**src/hw/rtl/mbt_pkg.sv**
```systemverilog
// ============================================================================
// mbt_pkg
// Shared types and constants for the USB-MIDI dual-ring transmit batcher.
// ============================================================================
package mbt_pkg;

    // Sizing of the engine.
    localparam int DEVICES      = 4;
    localparam int NORMAL_DEPTH = 32;
    localparam int RT_DEPTH     = 8;
    localparam int BATCH_MAX    = 31;

    // Field widths of the channel payloads.
    localparam int FUNC_W  = 2;
    localparam int DEV_W   = 2;
    localparam int CABLE_W = 4;
    localparam int BYTE_W  = 8;
    localparam int KIND_W  = 3;
    localparam int WORD_W  = 32;
    localparam int CNT_W   = 5;
    localparam int CIN_W   = 4;

    // Derived widths for indexes and memory addresses.
    localparam int DEV_IDX_W   = (DEVICES > 1) ? $clog2(DEVICES) : 1;
    localparam int NP_W        = $clog2(NORMAL_DEPTH);
    localparam int RT_W        = $clog2(RT_DEPTH);
    localparam int IDX_W       = (NP_W > RT_W) ? NP_W : RT_W;
    localparam int NRM_ENTRIES = DEVICES * NORMAL_DEPTH;
    localparam int RT_ENTRIES  = DEVICES * RT_DEPTH;
    localparam int NRM_AW      = $clog2(NRM_ENTRIES);
    localparam int RT_AW       = (RT_ENTRIES > 1) ? $clog2(RT_ENTRIES) : 1;

    // MIDI status codes that need special handling.
    localparam logic [BYTE_W-1:0] ST_RT_MIN   = 8'hF8;
    localparam logic [BYTE_W-1:0] ST_MTC      = 8'hF1;
    localparam logic [BYTE_W-1:0] ST_SONG_POS = 8'hF2;
    localparam logic [BYTE_W-1:0] ST_SONG_SEL = 8'hF3;
    localparam logic [CIN_W-1:0]  CIN_THREE   = 4'h3;
    localparam logic [CIN_W-1:0]  CIN_TWO     = 4'h2;

    // Request codes on the input channel.
    typedef enum logic [FUNC_W-1:0] {
        FUNC_ENQUEUE  = 2'd0,
        FUNC_COMPLETE = 2'd1,
        FUNC_PLUG     = 2'd2
    } func_t;

    // Result codes on the output channel.
    typedef enum logic [KIND_W-1:0] {
        KIND_QUEUED   = 3'd0,
        KIND_DROPPED  = 3'd1,
        KIND_REJECTED = 3'd2,
        KIND_WORD     = 3'd3,
        KIND_IDLE     = 3'd4,
        KIND_PLUG     = 3'd5
    } kind_t;

    // Commands from the controller to the datapath.
    typedef struct packed {
        logic  load;
        logic  emit;
        kind_t emit_kind;
        logic  emit_last;
        logic  enqueue;
        logic  set_busy;
        logic  clr_busy;
        logic  advance;
        logic  plug;
        logic  batch_start;
        logic  batch_step;
    } dp_cmd_t;

    // Status from the datapath to the controller.
    typedef struct packed {
        func_t func;
        logic  dev_ok;
        logic  connected;
        logic  busy;
        logic  ring_full;
        logic  pending;
        logic  out_free;
        logic  batch_last;
    } dp_status_t;

endpackage

```
**src/hw/rtl/mbt_ctrl.sv**
```systemverilog
// ============================================================================
// mbt_ctrl
// Controller: sequences one request at a time through the datapath.
// ============================================================================
module mbt_ctrl
    import mbt_pkg::*;
(
    input  logic       clk,
    input  logic       rst_n,
    input  logic       item_valid,
    output logic       item_ready,
    input  dp_status_t status,
    output dp_cmd_t    cmd
);

    typedef enum logic [2:0] {
        S_IDLE,
        S_EXEC,
        S_CHAIN,
        S_BSTART,
        S_BATCH
    } state_t;

    state_t state_reg;
    state_t state_next;
    logic   ready_reg;

    // Next state and commands.
    always_comb
    begin
        state_next = state_reg;
        cmd        = '0;
        cmd.emit_kind = KIND_IDLE;
        unique case (state_reg)
            S_IDLE:
            begin
                if (item_valid && ready_reg)
                begin
                    cmd.load   = 1'b1;
                    state_next = S_EXEC;
                end
            end
            S_EXEC:
            begin
                unique case (status.func)
                    FUNC_ENQUEUE:
                    begin
                        if (status.out_free)
                        begin
                            cmd.emit = 1'b1;
                            if (!status.dev_ok || !status.connected)
                            begin
                                cmd.emit_kind = KIND_REJECTED;
                                cmd.emit_last = 1'b1;
                                state_next    = S_IDLE;
                            end
                            else if (status.ring_full)
                            begin
                                cmd.emit_kind = KIND_DROPPED;
                                cmd.emit_last = 1'b1;
                                state_next    = S_IDLE;
                            end
                            else
                            begin
                                // An idle device starts a batch right behind the queued result.
                                cmd.emit_kind = KIND_QUEUED;
                                cmd.emit_last = status.busy;
                                cmd.enqueue   = 1'b1;
                                cmd.set_busy  = !status.busy;
                                state_next    = status.busy ? S_IDLE : S_BSTART;
                            end
                        end
                    end
                    FUNC_COMPLETE:
                    begin
                        if (!status.dev_ok)
                        begin
                            state_next = S_IDLE;
                        end
                        else if (!status.busy)
                        begin
                            if (status.out_free)
                            begin
                                cmd.emit      = 1'b1;
                                cmd.emit_kind = KIND_IDLE;
                                cmd.emit_last = 1'b1;
                                state_next    = S_IDLE;
                            end
                        end
                        else
                        begin
                            cmd.advance = 1'b1;
                            state_next  = S_CHAIN;
                        end
                    end
                    FUNC_PLUG:
                    begin
                        if (!status.dev_ok)
                        begin
                            state_next = S_IDLE;
                        end
                        else if (status.out_free)
                        begin
                            cmd.plug      = 1'b1;
                            cmd.emit      = 1'b1;
                            cmd.emit_kind = KIND_PLUG;
                            cmd.emit_last = 1'b1;
                            state_next    = S_IDLE;
                        end
                    end
                    default:
                    begin
                        state_next = S_IDLE;
                    end
                endcase
            end
            S_CHAIN:
            begin
                // After a completion, either chain the next batch or go idle.
                if (status.pending)
                begin
                    state_next = S_BSTART;
                end
                else if (status.out_free)
                begin
                    cmd.clr_busy  = 1'b1;
                    cmd.emit      = 1'b1;
                    cmd.emit_kind = KIND_IDLE;
                    cmd.emit_last = 1'b1;
                    state_next    = S_IDLE;
                end
            end
            S_BSTART:
            begin
                cmd.batch_start = 1'b1;
                state_next      = S_BATCH;
            end
            S_BATCH:
            begin
                if (status.out_free)
                begin
                    cmd.batch_step = 1'b1;
                    cmd.emit       = 1'b1;
                    cmd.emit_kind  = KIND_WORD;
                    cmd.emit_last  = status.batch_last;
                    if (status.batch_last)
                    begin
                        state_next = S_IDLE;
                    end
                end
            end
            default:
            begin
                state_next = S_IDLE;
            end
        endcase
    end

    // State and registered ready.
    always_ff @(posedge clk or negedge rst_n)
    begin
        if (!rst_n)
        begin
            state_reg <= S_IDLE;
            ready_reg <= 1'b0;
        end
        else
        begin
            state_reg <= state_next;
            ready_reg <= (state_next == S_IDLE);
        end
    end

    assign item_ready = ready_reg;

endmodule

```
**config.mk**
```make
export PLATFORM = sky130hd
export DESIGN_NAME = mbt_ctrl
export DESIGN_NICKNAME = d
export VERILOG_FILES = /design/src/hw/rtl/mbt_pkg.sv /design/src/hw/rtl/mbt_ctrl.sv
export SDC_FILE = /design/constraint.sdc
export NUM_CORES = 1
export LEC_CHECK = 0
export ABC_CLOCK_PERIOD_IN_PS = 3700
export BUFFER_PORTS_ARGS = -buffer_cell sky130_fd_sc_hd__buf_2
export CAP_MARGIN = 10
export CORE_AREA = 2 2 39 41
export DETAILED_ROUTE_END_ITERATION = 10
export DIE_AREA = 0 0 41 43
export PLACE_DENSITY = 0.7
export REMOVE_ABC_BUFFERS = 1
export SKIP_LAST_GASP = 1
export SYNTH_ARGS = -nofsm -noshare
export SYNTH_HDL_FRONTEND = slang
export SYNTH_SLANG_ARGS = --single-unit
```
**constraint.sdc**
```tcl
create_clock -name clk -period 3.7 [get_ports clk]
set_input_delay 0.555 -clock clk [delete_from_list [all_inputs] [get_ports clk]]
set_output_delay 0.555 -clock clk [all_outputs]
set_load 0.05 [all_outputs]
```
---- Word level (Yosys, flattened, before mapping) ----
Index checks and enable logic that the tools add are counted.
storage, ports and cells
  register bits ........................... 4
  input bits .............................. 12
  output and inout bits ................... 14
  word-level logic and storage cells ...... 59
operators by class
  eq/ne operators ......................... 6
  mux-type cells .......................... 43
  reduce and logical (&&, ||, !) cells .... 8
operator list
  kind                                           count
  2-to-1 mux 5 bit                               7
  one-hot mux 5 bit (3 select lines)             2
  2-to-1 mux 3 bit                               9
  2-to-1 mux 2 bit                               9
  one-hot mux 3 bit (5 select lines)             1
  2-to-1 mux 1 bit                               12
  one-hot mux 3 bit (3 select lines)             1
  2-to-1 mux 7 bit                               1
  == test 3 x 2 -> 1 bit, second input constant  2
  zero test 3 bit                                2
  2-to-1 mux 4 bit                               1
  == test 3 x 1 -> 1 bit, second input constant  1
  == test 3 bit, second input constant           1
  zero test 1 bit                                3
  == test 2 x 1 -> 1 bit, second input constant  1
  == test 2 bit, second input constant           1
  zero test 2 bit                                1
  logical AND 1 bit                              1
  logical OR 1 bit                               1

---- Logic depth before layout (Yosys ltp) ----
  word-level depth ........................ 7
  gate-level depth with buffers ........... 6

---- Least setup slack after synthesis ----
OpenSTA, ideal clock, no wires.
  path type ............................... input to output
  from .................................... in status[1] (netlist name)
  to ...................................... out cmd[11] (netlist name)
  data arrival time ....................... 2,842 ps
  required time ........................... 3,145 ps
  path slack .............................. 303 ps
  cell stages on the path ................. 4
  path buffers ............................ 1
  cell sequence ........................... buf_2 -> nand2b_1 -> nor4_1 -> nand2b_1
RTL lines
  item                line            RTL
  start: declaration  mbt_ctrl.sv:12  input dp_status_t status,
  end: declaration    mbt_ctrl.sv:13  output dp_cmd_t cmd

==> impl_metrics.env <==
export IMPL_drt_vias_per_instance=5.61
export IMPL_fin_total_pwr_w=0.000307
export IMPL_setup_violations_final=0
export IMPL_power_static_leakage_nw=0.348
export IMPL_crit_path_required_time_ns=3.14
export IMPL_layout_cells_most_common="buf_2"
export IMPL_core_rowCount=14
export IMPL_slowest_stage="a2111oi_4"
export IMPL_areaGrowthSynthToFinish_pct=31.3
export IMPL_synth_distinct_cells=31
export IMPL_overflow_left_after_global_routing=0
export IMPL_timing_final_crit_share=0.715
export IMPL_path_common_cell="buf_2"
export IMPL_vdd_ir_drop_worst_mv=0.277
export IMPL_rsz_0062_raised_after_global_routing="no"
export IMPL_fin_skew_ns=0.0123
export IMPL_largest_register_ff_count=3
export IMPL_routabilityCongestion=0.851
export IMPL_clk_transition_reported_paths_ns=0.04
export IMPL_slew_violations=0
export IMPL_dp_worst_setup_slack_ns=1.06
export IMPL_groute_usage_overall=0.178
export IMPL_finish_utilization=0.494
export IMPL_final_nets=111
export IMPL_post_route_cells_drive_above_1_share=0.376
export IMPL_worst_path_largest_cell_delay_ns=0.42
export IMPL_max_cap_violations=0
export IMPL_h_tree_depth=1
export IMPL_fin_area_sq_um=683
export IMPL_cp_data_arrival_time_ns=2.09
export IMPL_die_width_um=41
export IMPL_regToRegEndpoint="item_ready"
export IMPL_measured_slew_at_the_worst_slew_check_pin_ns=0.338
export IMPL_setup_worst_path_class="in -> out"
export IMPL_reg2reg_path_depth=4
export IMPL_cts_tree="yes"
export IMPL_synth_cell_area_sq_um=520
export IMPL_grt_first_pass_wirelength_um=2180
export IMPL_dieArea_sq_um=1760
export IMPL_cell_count_after_synthesis=66
export IMPL_core_region_area_sq_um=1380
export IMPL_worstPathMaxFanout=6
export IMPL_mostFrequentLayoutCells="buf_2 (25), nand2_1 (8), nor2_1 (5)"
export IMPL_route_detailed_drc=0
export IMPL_post_synth_top_area_fraction=0.192
export IMPL_place_detailed_hpwl_um=1130
export IMPL_crit_path_cell_trace="buf_2 > inv_1 > ha_1 > a21oi_2 > a2111oi_4 > o31a_1 > o21a_1 > buf_2"
export IMPL_postSynthRegisterBits=4
export IMPL_worstHoldPathType="in -> async"
export IMPL_cts_repair_resized=0
export IMPL_synth_area_leader_cell="dfrtp_1"
export IMPL_synthesis_yosys_warnings=0
export IMPL_detailedRoute_firstIterationViolations=12
export IMPL_max_clock_path_buffers=2
export IMPL_die_h_um=43
export IMPL_detailedRoute_firstPassIterationCount=5
export IMPL_clock_fmax_mhz=378
export IMPL_synth_flop_type="dfrtp_1"
export IMPL_clock_sinks=4
export IMPL_synth_edff_count=0
export IMPL_timing_final_crit_period_ns=2.64
export IMPL_crit_family="compound AO/OA/AOI/OAI gates"
export IMPL_ys_top_cells_by_area="dfrtp_1 (19%), ha_1 (9.6%), nand2_1 (5.8%), a2111oi_4 (5.3%), nor3_1 (3.8%)"
export IMPL_initial_core_util=0.376
export IMPL_io_pins=26
export IMPL_ctsHoldBuffers=0
export IMPL_regToRegStartpoint="state_reg[2]"
export IMPL_reg2reg_setup_slack_ns=2.23
export IMPL_grt_antenna_before_repair=0
export IMPL_num_vias=612
export IMPL_cp_buffers_inverters=3
export IMPL_diodes_inserted=0
export IMPL_avgRoutedWirePerCell_um=13.2
export IMPL_standard_cell_area_after_detailed_placement_sq_um=661
export IMPL_result_of_the_run="completed"
export IMPL_cts_root_buf="clkbuf_4"
export IMPL_worst_skew_late_latency_ns=0.24
export IMPL_tritoncts_num_buffers=3
export IMPL_route_final_wire_length_um=1440
export IMPL_setup_ws_ns=1.06
export IMPL_largest_net_degree_at_the_start_of_global_routing=12
export IMPL_vias_in_the_first_global_route=535
export IMPL_worstSetupEndpointType="primary output"
export IMPL_synth_async_reset_ratio=1.00
export IMPL_ant_nets=0
export IMPL_syn_area_per_cell_sq_um=7.89
export IMPL_cell_pwr_density_nw_per_um2=449
export IMPL_cts_setup_buffers=0
export IMPL_port_buffers=25
export IMPL_hold_violations=0
export IMPL_setup_total_negative_slack_ns=0
export IMPL_maxSlewHeadroom=0.775
export IMPL_cp_start_kind="input port"
export IMPL_ys_seq_area_frac=0.192
stage by stage:
step | hold slack (ns) | std cells
after floorplan | 0.259 | 65
after global placement | 0.359 | 106
after detailed placement | 0.365 | 106
after CTS | 0.113 | 109
after global routing | 0.112 | 109
final | 0.109 | 109
final cells by class:
cell class / count / area [sq um]
inverters: 4 / 15.0
well taps: 16 / 20.0
multi-input cells: 57 / 400
fillers: 135 / 701
clock buffers: 3 / 22.5
repair buffers: 25 / 125
flip-flops and latches: 4 / 100
cell usage after synthesis, drive strengths merged, types with 2 or more instances:
master  instances
dfrtp           4
ha              4
nor2b           3
nor4            3
nand3b          2
nand2           8
o21a            2
nor2            5
nor3            4
o21ai           3
inv             4
a21oi           2
and2            2
nand3           2
and3            2
nand2b          4
a31oi           2
layer usage:
metal	GRT usage	part of all wire
met4	0.0867	0.0042
met3	0.0209	0.079
met2	0.259	0.50
met1	0.249	0.41
met5	0	0
cell families after synthesis:
kind of cell             after synthesis  share of synthesized area
buffers and inverters                  5                     0.0384
AO/OA/AOI/OAI                         15                      0.238
AND/OR/NAND/NOR                       38                      0.435
adder cells (fa/ha/maj)                4                     0.0962
flip-flops                             4                      0.192
where the power goes:
part           total [W]  switching, W  internal [W]
combinational   0.000179      0.000124     0.0000550
clock          0.0000564     0.0000200     0.0000364
sequential     0.0000713     0.0000163     0.0000550
worst max path at each step:
stage	startpoint	end	cells after the start
after detailed placement	status[7]	cmd[7]	8
after CTS	status[7]	cmd[7]	8
after global routing	status[7]	cmd[7]	8
after floorplan	status[2]	cmd[11]	3
after global placement	status[7]	cmd[7]	8
final	status[7]	cmd[7]	8
worst reg2reg max path: stages (launching register included):
cell	delay, ns
dfrtp_1	0.44
nand2b_4	0.21
nor3_1	0.27
o21ai_0	0.20
nor4bb_2	0.21
Power figures use the tool's default switching activity.
